===== src/hdl/dled_pkg.sv =====
// Shared types and constants for the DLE frame decoder.
package dled_pkg;

  localparam int MAX_FRAME_LEN = 4096;

  localparam logic [7:0] CH_STX     = 8'h02;
  localparam logic [7:0] CH_ETX     = 8'h03;
  localparam logic [7:0] CH_CR      = 8'h0D;
  localparam logic [7:0] CH_DLE     = 8'h10;
  localparam logic [7:0] ESC_OFFSET = 8'h40;

  typedef enum logic [1:0] {
    ST_CONT  = 2'd0,
    ST_OK    = 2'd1,
    ST_ERR   = 2'd2,
    ST_SHORT = 2'd3
  } status_e;

  typedef enum logic [1:0] {
    REG_ESC_STX_ETX = 2'd0,
    REG_ESC_CR      = 2'd1,
    REG_MAX_LEN     = 2'd2
  } reg_idx_e;

  typedef struct packed {
    logic        esc_mode;
    logic        esc_cr;
    logic [12:0] max_len;
  } cfg_t;

  typedef struct packed {
    logic        byte_valid;
    logic [7:0]  decoded_byte;
    status_e     status;
    logic [12:0] frame_len;
    logic [13:0] resume_offset;
  } result_t;

endpackage


===== src/hdl/dled_core.sv =====
// Frame decoder state machine: one encoded byte per step.
module dled_core import dled_pkg::*; (
  input  logic       clk_i,
  input  logic       rst_ni,
  input  logic       step_i,
  input  logic [7:0] code_byte_i,
  input  logic       buffer_end_i,
  input  cfg_t       cfg_i,
  output logic       has_result_o,
  output result_t    result_o
);

  typedef enum logic [2:0] {
    PH_START  = 3'd0,
    PH_E_BODY = 3'd1,
    PH_E_ESC  = 3'd2,
    PH_N_STX  = 3'd3,
    PH_N_BODY = 3'd4,
    PH_N_ESC  = 3'd5
  } phase_e;

  phase_e      phase_q, phase_d;
  logic [12:0] out_cnt_q, out_cnt_d;
  logic [13:0] src_cnt_q, src_cnt_d;

  logic [12:0] cap;
  logic [12:0] out_inc;
  logic [13:0] src_inc;
  logic        do_put;
  logic [7:0]  put_val;
  logic        esc_ok;
  status_e     st;
  logic [13:0] res;
  logic [12:0] len;
  logic        bv;
  logic [7:0]  db;

  always_comb begin
    if (int'(cfg_i.max_len) > MAX_FRAME_LEN) begin
      cap = 13'(MAX_FRAME_LEN);
    end else begin
      cap = cfg_i.max_len;
    end
  end

  assign out_inc = out_cnt_q + 13'd1;
  assign src_inc = src_cnt_q + 14'd1;
  assign esc_ok  = (code_byte_i == CH_DLE) || (code_byte_i == CH_STX + ESC_OFFSET) ||
                   (code_byte_i == CH_ETX + ESC_OFFSET) ||
                   (cfg_i.esc_cr && (code_byte_i == CH_CR + ESC_OFFSET));

  always_comb begin
    phase_d   = phase_q;
    out_cnt_d = out_cnt_q;
    src_cnt_d = src_cnt_q;
    st        = ST_CONT;
    res       = '0;
    len       = '0;
    bv        = 1'b0;
    db        = '0;
    do_put    = 1'b0;
    put_val   = code_byte_i;

    unique case (phase_q)
      PH_E_BODY: begin
        if (code_byte_i == CH_DLE) begin
          src_cnt_d = src_inc;
          if (buffer_end_i) begin
            st  = ST_ERR;
            res = src_inc;
          end else begin
            phase_d = PH_E_ESC;
          end
        end else if (code_byte_i == CH_STX) begin
          st  = ST_ERR;
          res = src_cnt_q;
        end else if (code_byte_i == CH_ETX) begin
          st  = ST_OK;
          res = src_inc;
          len = out_cnt_q;
        end else begin
          src_cnt_d = src_inc;
          do_put    = 1'b1;
        end
      end
      PH_E_ESC: begin
        if (esc_ok) begin
          src_cnt_d = src_inc;
          phase_d   = PH_E_BODY;
          do_put    = 1'b1;
          if (code_byte_i != CH_DLE) begin
            put_val = code_byte_i - ESC_OFFSET;
          end
        end else begin
          st  = ST_ERR;
          res = src_inc;
        end
      end
      PH_N_STX: begin
        if (code_byte_i != CH_STX) begin
          st  = ST_ERR;
          res = 14'd1;
        end else begin
          src_cnt_d = 14'd2;
          if (buffer_end_i) begin
            st  = ST_ERR;
            res = 14'd2;
          end else begin
            phase_d = PH_N_BODY;
          end
        end
      end
      PH_N_BODY: begin
        if (code_byte_i == CH_DLE) begin
          if (buffer_end_i) begin
            st  = ST_ERR;
            res = src_cnt_q;
          end else begin
            src_cnt_d = src_inc;
            phase_d   = PH_N_ESC;
          end
        end else begin
          src_cnt_d = src_inc;
          do_put    = 1'b1;
        end
      end
      PH_N_ESC: begin
        if (code_byte_i == CH_DLE) begin
          src_cnt_d = src_inc;
          phase_d   = PH_N_BODY;
          do_put    = 1'b1;
        end else if (code_byte_i == CH_ETX) begin
          st  = ST_OK;
          res = src_inc;
          len = out_cnt_q;
        end else begin
          st  = ST_ERR;
          res = src_cnt_q - 14'd1;
        end
      end
      default: begin
        // start of a frame attempt; unused codes land here too
        phase_d   = PH_START;
        out_cnt_d = '0;
        src_cnt_d = '0;
        if (cfg_i.esc_mode) begin
          if (cap == 13'd0) begin
            st = ST_SHORT;
          end else if (code_byte_i != CH_STX) begin
            st = ST_ERR;
          end else begin
            src_cnt_d = 14'd1;
            if (buffer_end_i) begin
              st  = ST_ERR;
              res = 14'd1;
            end else begin
              phase_d = PH_E_BODY;
            end
          end
        end else begin
          if (cap < 13'd2) begin
            st = ST_SHORT;
          end else if (code_byte_i != CH_DLE) begin
            st = ST_ERR;
          end else begin
            src_cnt_d = 14'd1;
            if (buffer_end_i) begin
              st = ST_ERR;
            end else begin
              phase_d = PH_N_STX;
            end
          end
        end
      end
    endcase

    // payload byte: capacity check wins over buffer end
    if (do_put) begin
      bv        = 1'b1;
      db        = put_val;
      out_cnt_d = out_inc;
      if (out_inc >= cap) begin
        st  = ST_SHORT;
        res = '0;
      end else if (buffer_end_i) begin
        st  = ST_ERR;
        res = src_inc;
      end
    end

    if (st != ST_CONT) begin
      phase_d   = PH_START;
      out_cnt_d = '0;
      src_cnt_d = '0;
    end
  end

  assign has_result_o           = bv || (st != ST_CONT);
  assign result_o.byte_valid    = bv;
  assign result_o.decoded_byte  = db;
  assign result_o.status        = st;
  assign result_o.frame_len     = len;
  assign result_o.resume_offset = res;

  always_ff @(posedge clk_i or negedge rst_ni) begin
    if (!rst_ni) begin
      phase_q   <= PH_START;
      out_cnt_q <= '0;
      src_cnt_q <= '0;
    end else if (step_i) begin
      phase_q   <= phase_d;
      out_cnt_q <= out_cnt_d;
      src_cnt_q <= src_cnt_d;
    end
  end

endmodule


===== src/hdl/dle_frame_decoder_unit.sv =====
// DLE/STX/ETX frame decoder: top level with input, result and config registers.
// Takes one encoded byte per cycle on the slave stream, unless the result path
// stalls, and for each byte that yields a payload byte or ends the frame returns
// one word on the master stream via the input register, then the result register.
// Throughput is one byte per cycle while the receiver takes words; the decoder
// core steps once per byte and the result register lets a new byte enter while
// a result waits. After any status other than "continues" the decoder hunts
// for the next frame. Configuration writes take effect at once; the frame mode
// is latched at the start byte of each frame.
module dle_frame_decoder_unit import dled_pkg::*; (
  input  logic        clk_i,
  input  logic        rst_ni,
  // config write
  input  logic        cfg_valid_i,
  output logic        cfg_ready_o,
  input  logic [1:0]  cfg_index_i,
  input  logic [12:0] cfg_data_i,
  // encoded byte stream
  input  logic        s_axis_tvalid,
  output logic        s_axis_tready,
  input  logic [7:0]  s_axis_tdata,   // [7:0] code_byte
  input  logic        s_axis_tlast,   // buffer_end
  // decoded stream
  output logic        m_axis_tvalid,
  input  logic        m_axis_tready,
  output logic [39:0] m_axis_tdata,   // [7:0] decoded_byte, [20:8] frame_len,
                                      // [34:21] resume_offset, [39:35] zero
  output logic [2:0]  m_axis_tuser    // [0] byte_valid, [2:1] status
);

  cfg_t        cfg_q;
  logic        in_valid_q;
  logic [7:0]  in_byte_q;
  logic        in_end_q;
  logic        out_valid_q;
  result_t     out_q;

  logic        out_free;
  logic        step;
  logic        has_result;
  result_t     result;

  assign cfg_ready_o   = 1'b1;
  assign out_free      = !out_valid_q || m_axis_tready;
  assign step          = in_valid_q && out_free;
  assign s_axis_tready = !in_valid_q || out_free;

  always_ff @(posedge clk_i or negedge rst_ni) begin
    if (!rst_ni) begin
      cfg_q.esc_mode <= 1'b1;
      cfg_q.esc_cr   <= 1'b1;
      cfg_q.max_len  <= 13'd4096;
    end else if (cfg_valid_i) begin
      unique case (cfg_index_i)
        REG_ESC_STX_ETX: cfg_q.esc_mode <= cfg_data_i[0];
        REG_ESC_CR:      cfg_q.esc_cr   <= cfg_data_i[0];
        REG_MAX_LEN:     cfg_q.max_len  <= cfg_data_i;
        default: ;
      endcase
    end
  end

  always_ff @(posedge clk_i or negedge rst_ni) begin
    if (!rst_ni) begin
      in_valid_q <= 1'b0;
    end else if (s_axis_tready) begin
      in_valid_q <= s_axis_tvalid;
    end
  end

  always_ff @(posedge clk_i) begin
    if (s_axis_tvalid && s_axis_tready) begin
      in_byte_q <= s_axis_tdata;
      in_end_q  <= s_axis_tlast;
    end
  end

  dled_core u_core (
    .clk_i        (clk_i),
    .rst_ni       (rst_ni),
    .step_i       (step),
    .code_byte_i  (in_byte_q),
    .buffer_end_i (in_end_q),
    .cfg_i        (cfg_q),
    .has_result_o (has_result),
    .result_o     (result)
  );

  always_ff @(posedge clk_i or negedge rst_ni) begin
    if (!rst_ni) begin
      out_valid_q <= 1'b0;
    end else if (out_free) begin
      out_valid_q <= step && has_result;
    end
  end

  always_ff @(posedge clk_i) begin
    if (step && has_result) begin
      out_q <= result;
    end
  end

  assign m_axis_tvalid = out_valid_q;
  assign m_axis_tdata  = {5'd0, out_q.resume_offset, out_q.frame_len, out_q.decoded_byte};
  assign m_axis_tuser  = {out_q.status, out_q.byte_valid};

endmodule


===== config.mk =====
export PLATFORM = sky130hd
export DESIGN_NAME = dle_frame_decoder_unit
export DESIGN_NICKNAME = d
export VERILOG_FILES = /design/src/hdl/dled_pkg.sv /design/src/hdl/dled_core.sv /design/src/hdl/dle_frame_decoder_unit.sv
export SDC_FILE = /design/constraint.sdc
export NUM_CORES = 1
export LEC_CHECK = 0
export BUFFER_PORTS_ARGS = -buffer_cell sky130_fd_sc_hd__buf_2
export CORE_ASPECT_RATIO = 1.5
export CORE_MARGIN = 2
export CORE_UTILIZATION = 40
export DETAILED_ROUTE_END_ITERATION = 8
export GPL_TIMING_DRIVEN = 0
export HOLD_SLACK_MARGIN = 0.05
export PLACE_DENSITY = 0.55
export SLEW_MARGIN = 20
export SYNTH_ARGS = -nofsm -noshare
export SYNTH_HDL_FRONTEND = slang
export SYNTH_SLANG_ARGS = --single-unit
export TNS_END_PERCENT = 5

===== constraint.sdc =====
create_clock -name clk_i -period 10.75 [get_ports clk_i]
set_input_delay 0.5375 -clock clk_i [delete_from_list [all_inputs] [get_ports clk_i]]
set_output_delay 0.5375 -clock clk_i [all_outputs]
set_load 0.005 [all_outputs]

==> flow_summary.ini <==
[timing]
final.setup.tns_ns = 0
worst_pin_slew_ns = 0.890
fin_crit_sh_pct = 36.4
max-slew-margin-rel_pct = 40.3
finalWorstSetupSlack_ns = 6.83
setup_violations = 0
final.min_clock_period_ns = 3.92
slew_viol_final = 0
final-hold-violation-count = 0
rsz0062_at_grt = no
fmax_mhz = 255
skew_ns = 0.0114

[synthesis]
ys_warn_count = 0
ys_async_sr_fraction_pct = 50.0
synth-seq-cells = 94
synth_top_cell_by_area = edfxtp_1
synth_top_area_share_pct = 24.5
ys_seq_area_share_pct = 45.1
synthTopCellsByArea = edfxtp_1 25%, dfrtp_1 19%, nand2_1 4.4%
syn_inst = 594
yosys_most_used_dff = edfxtp_1
ys_types = 73
synth_edf_count = 47
synth_area_um2 = 5750
syn_area_per_cell_um2 = 9.68

[setup_path]
endpoint_kind = flop
max_stage_delay_ns = 0.47
required_ns = 11.03
crit_buf_inv = 1
r2r_start = u_core.out_cnt_q[0]
rrSetupSlack_ns = 6.83
cp-start-kind = flop
rr_worst_depth = 15
slowest_stage = dfrtp_1
path_class = flop to flop
critPathArrivalTime_ns = 4.19
worstPathCellList = ha_1 -> nand3_1 -> nor2_1 -> nand3_1 -> nor2_1 -> xor2_1 -> ha_1 -> a21o_1 -> a21o_1 -> a221o_1 -> o31a_1 -> or3_1 -> buf_4 -> nor2_4 -> a221o_1
cp_top_family = compound AO/OA/AOI/OAI gates
r2r-end = u_core.src_cnt_q[8]
path_max_fanout = 10

[route]
drt-initial-drc-count = 256
via_count = 4681
wl_per_cell_um = 16.9
vias_per_cell = 5.35
first_pass_iters = 4
ant_nets = 0
drt-total-wl_um = 14800
drc = 0

[floorplan]
die_area_um2 = 15400
core_area_um2 = 14100
rows = 53
die_w_um = 102
boundaryPins = 75
die_h_um = 151
start_util_pct = 40.9

[pwr]
ir_drop_v = 0.0000874
powerDensity_nw_per_um2 = 121
netSwitchingFraction_pct = 25.6
switchingPower_mw = 0.205
combPwrFrac_pct = 10.5
leakagePower_nw = 2.81
p_seq_share_pct = 52.2
p_clk_share_pct = 37.3
intPower_mw = 0.598

[clocking]
postCtsHoldBufs = 0
cts_sinks = 94
clk_path_buf_depth = 2
clock-root-buffer = clkbuf_16
clk_pin_slew_ns = 0.07
cts_resized = 0
cts_tree = done
htreeDepth = 3
cts_setup_buffers = 0
numCtsBuffers = 9
clk_latency_ns = 0.35

[grt]
grt_pass1_wl_um = 23500
grt_pass1_vias = 4607
grt_antenna_before_repair = 0
grt_max_degree = 48
grt.total_usage_pct = 19.9
grt_overflow_total = 0

[finish]
final_cell_mix = 73 x buf_2, 68 x nand2_1, 48 x nor2_1, 47 x edfxtp_1, 44 x dfrtp_1
design_area_um2 = 6650
nets = 726
final_layout_size_suffix_gt1_share_pct = 20.2
final_common_cell = buf_2
syn_to_final_growth_pct = 15.7
n_antenna_cell = 0
finish.utilization_pct = 47.3

[min_path]
min_path_type = primary input to asynchronous set/reset pin

[placed_design]
gp_congestion = 0.879
dpl_cell_area_um2 = 6380
port-buffer-count = 68
pre_cts_slack_ns = 6.81
dp_hpwl_um = 11000

[run_status]
status = complete, no violations

[run]
maxCapViolCount = 0
power by group through the flow:
stage / Combinational, mW / Clock (mW) / Sequential [mW]
3_3_place_gp: 0.0806 / 0 / 0.428
5_1_grt: 0.0951 / 0.318 / 0.423
2_1_floorplan: 0.0491 / 0 / 0.424
4_1_cts: 0.0855 / 0.307 / 0.420
3_5_place_dp: 0.0853 / 0 / 0.428
6_report: 0.0840 / 0.300 / 0.420
through the flow:
step                      total power, mW  std cells  hold slack, ns
after floorplan                     0.473        598           0.242
after global placement              0.509        858           0.456
after detailed placement            0.513        859           0.470
after CTS                           0.812        875           0.251
after global routing                0.836        875           0.273
final                               0.803        875           0.214
cell type report:
| cell class | count | area, um2 |
|---|---|---|
| plain buffers | 40 | 191 |
| multi-input cells | 450 | 2940 |
| inverters | 14 | 52.6 |
| well taps | 192 | 240 |
| fillers | 1434 | 7400 |
| repair buffers | 69 | 363 |
| clock inverters | 7 | 46.3 |
| clock buffers | 9 | 225 |
| flip-flops and latches | 94 | 2590 |
worst max-delay path by stage:
stage | cells after the start | end | slack (ns) | startpoint
after floorplan | 8 | m_axis_tdata[0] | 6.46 | u_core.phase_q[2]
after global placement | 8 | m_axis_tdata[8] | 5.06 | u_core.phase_q[2]
after detailed placement | 9 | m_axis_tdata[9] | 6.81 | u_core.phase_q[2]
after CTS | 9 | m_axis_tdata[27] | 6.80 | u_core.phase_q[2]
after global routing | 10 | m_axis_tdata[34] | 6.54 | in_byte_q[0]
final | 15 | u_core.src_cnt_q[8] | 6.83 | u_core.out_cnt_q[0]
cell usage after synthesis, types with 3 or more instances:
| cell type | number |
|---|---|
| nor3_1 | 13 |
| o31ai_1 | 12 |
| clkbuf_1 | 24 |
| dfstp_2 | 3 |
| nand4b_1 | 4 |
| and2_1 | 21 |
| o21ai_0 | 27 |
| xnor2_1 | 15 |
| o41ai_1 | 3 |
| a31oi_1 | 3 |
| buf_4 | 7 |
| o21a_1 | 3 |
| ha_1 | 19 |
| xor2_1 | 9 |
| nand4_1 | 5 |
| nor2b_1 | 9 |
| or3b_1 | 3 |
| a21oi_1 | 21 |
| o211a_1 | 3 |
| a22oi_1 | 9 |
| edfxtp_1 | 47 |
| nand2b_1 | 14 |
| or3_1 | 10 |
| a21o_1 | 10 |
| nand3_1 | 18 |
| o22ai_1 | 4 |
| buf_2 | 6 |
| nor2_1 | 49 |
| o21bai_1 | 6 |
| or2_2 | 6 |
| nand2_1 | 68 |
| nand3b_1 | 4 |
| a211oi_1 | 6 |
| dfrtp_1 | 44 |
| a2bb2oi_1 | 3 |
| and3_1 | 6 |
| a22o_1 | 6 |
| mux2_2 | 15 |
| nor3b_1 | 4 |
| nor4_1 | 3 |
| inv_1 | 14 |
worst register-to-register path, stage by stage, from the launching register on:
cell	delay (ns)
dfrtp_1	0.47
ha_1	0.23
nand3_1	0.16
nor2_1	0.14
nand3_1	0.19
nor2_1	0.18
xor2_1	0.25
ha_1	0.29
a21o_1	0.16
a21o_1	0.17
a221o_1	0.36
o31a_1	0.33
or3_1	0.33
buf_4	0.20
nor2_4	0.19
a221o_1	0.18
sequential cells by signal, indices dropped and copies added (netlist names), 3 cells and up:
register / cells
u_core.src_cnt_q: 14
u_core.phase_q: 3
u_core.out_cnt_q: 13
m_axis_tuser: 3
in_byte_q: 8
cfg_q: 15
m_axis_tdata: 35
metal layers:
metal | vias to the layer above | part of all wire, % | GRT usage (%)
met3 | 26 | 2.8 | 2.91
met1 | 2261 | 40 | 22.9
met2 | 86 | 55 | 36.7
met5 | - | 0 | 0
li1 | 2308 | - | -
met4 | 0 | 2.4 | 7.07
logic make-up after synthesis:
group,Yosys count,synth area share (%)
other cells,2,0.131
flops,94,45.1
buf+inv,54,4.24
compound gates,136,16.7
xor+xnor,24,3.66
mux,16,3.11
fa+ha+maj,19,4.13
simple gates,249,22.9
Note: power is estimated with default switching activity, not from simulation.
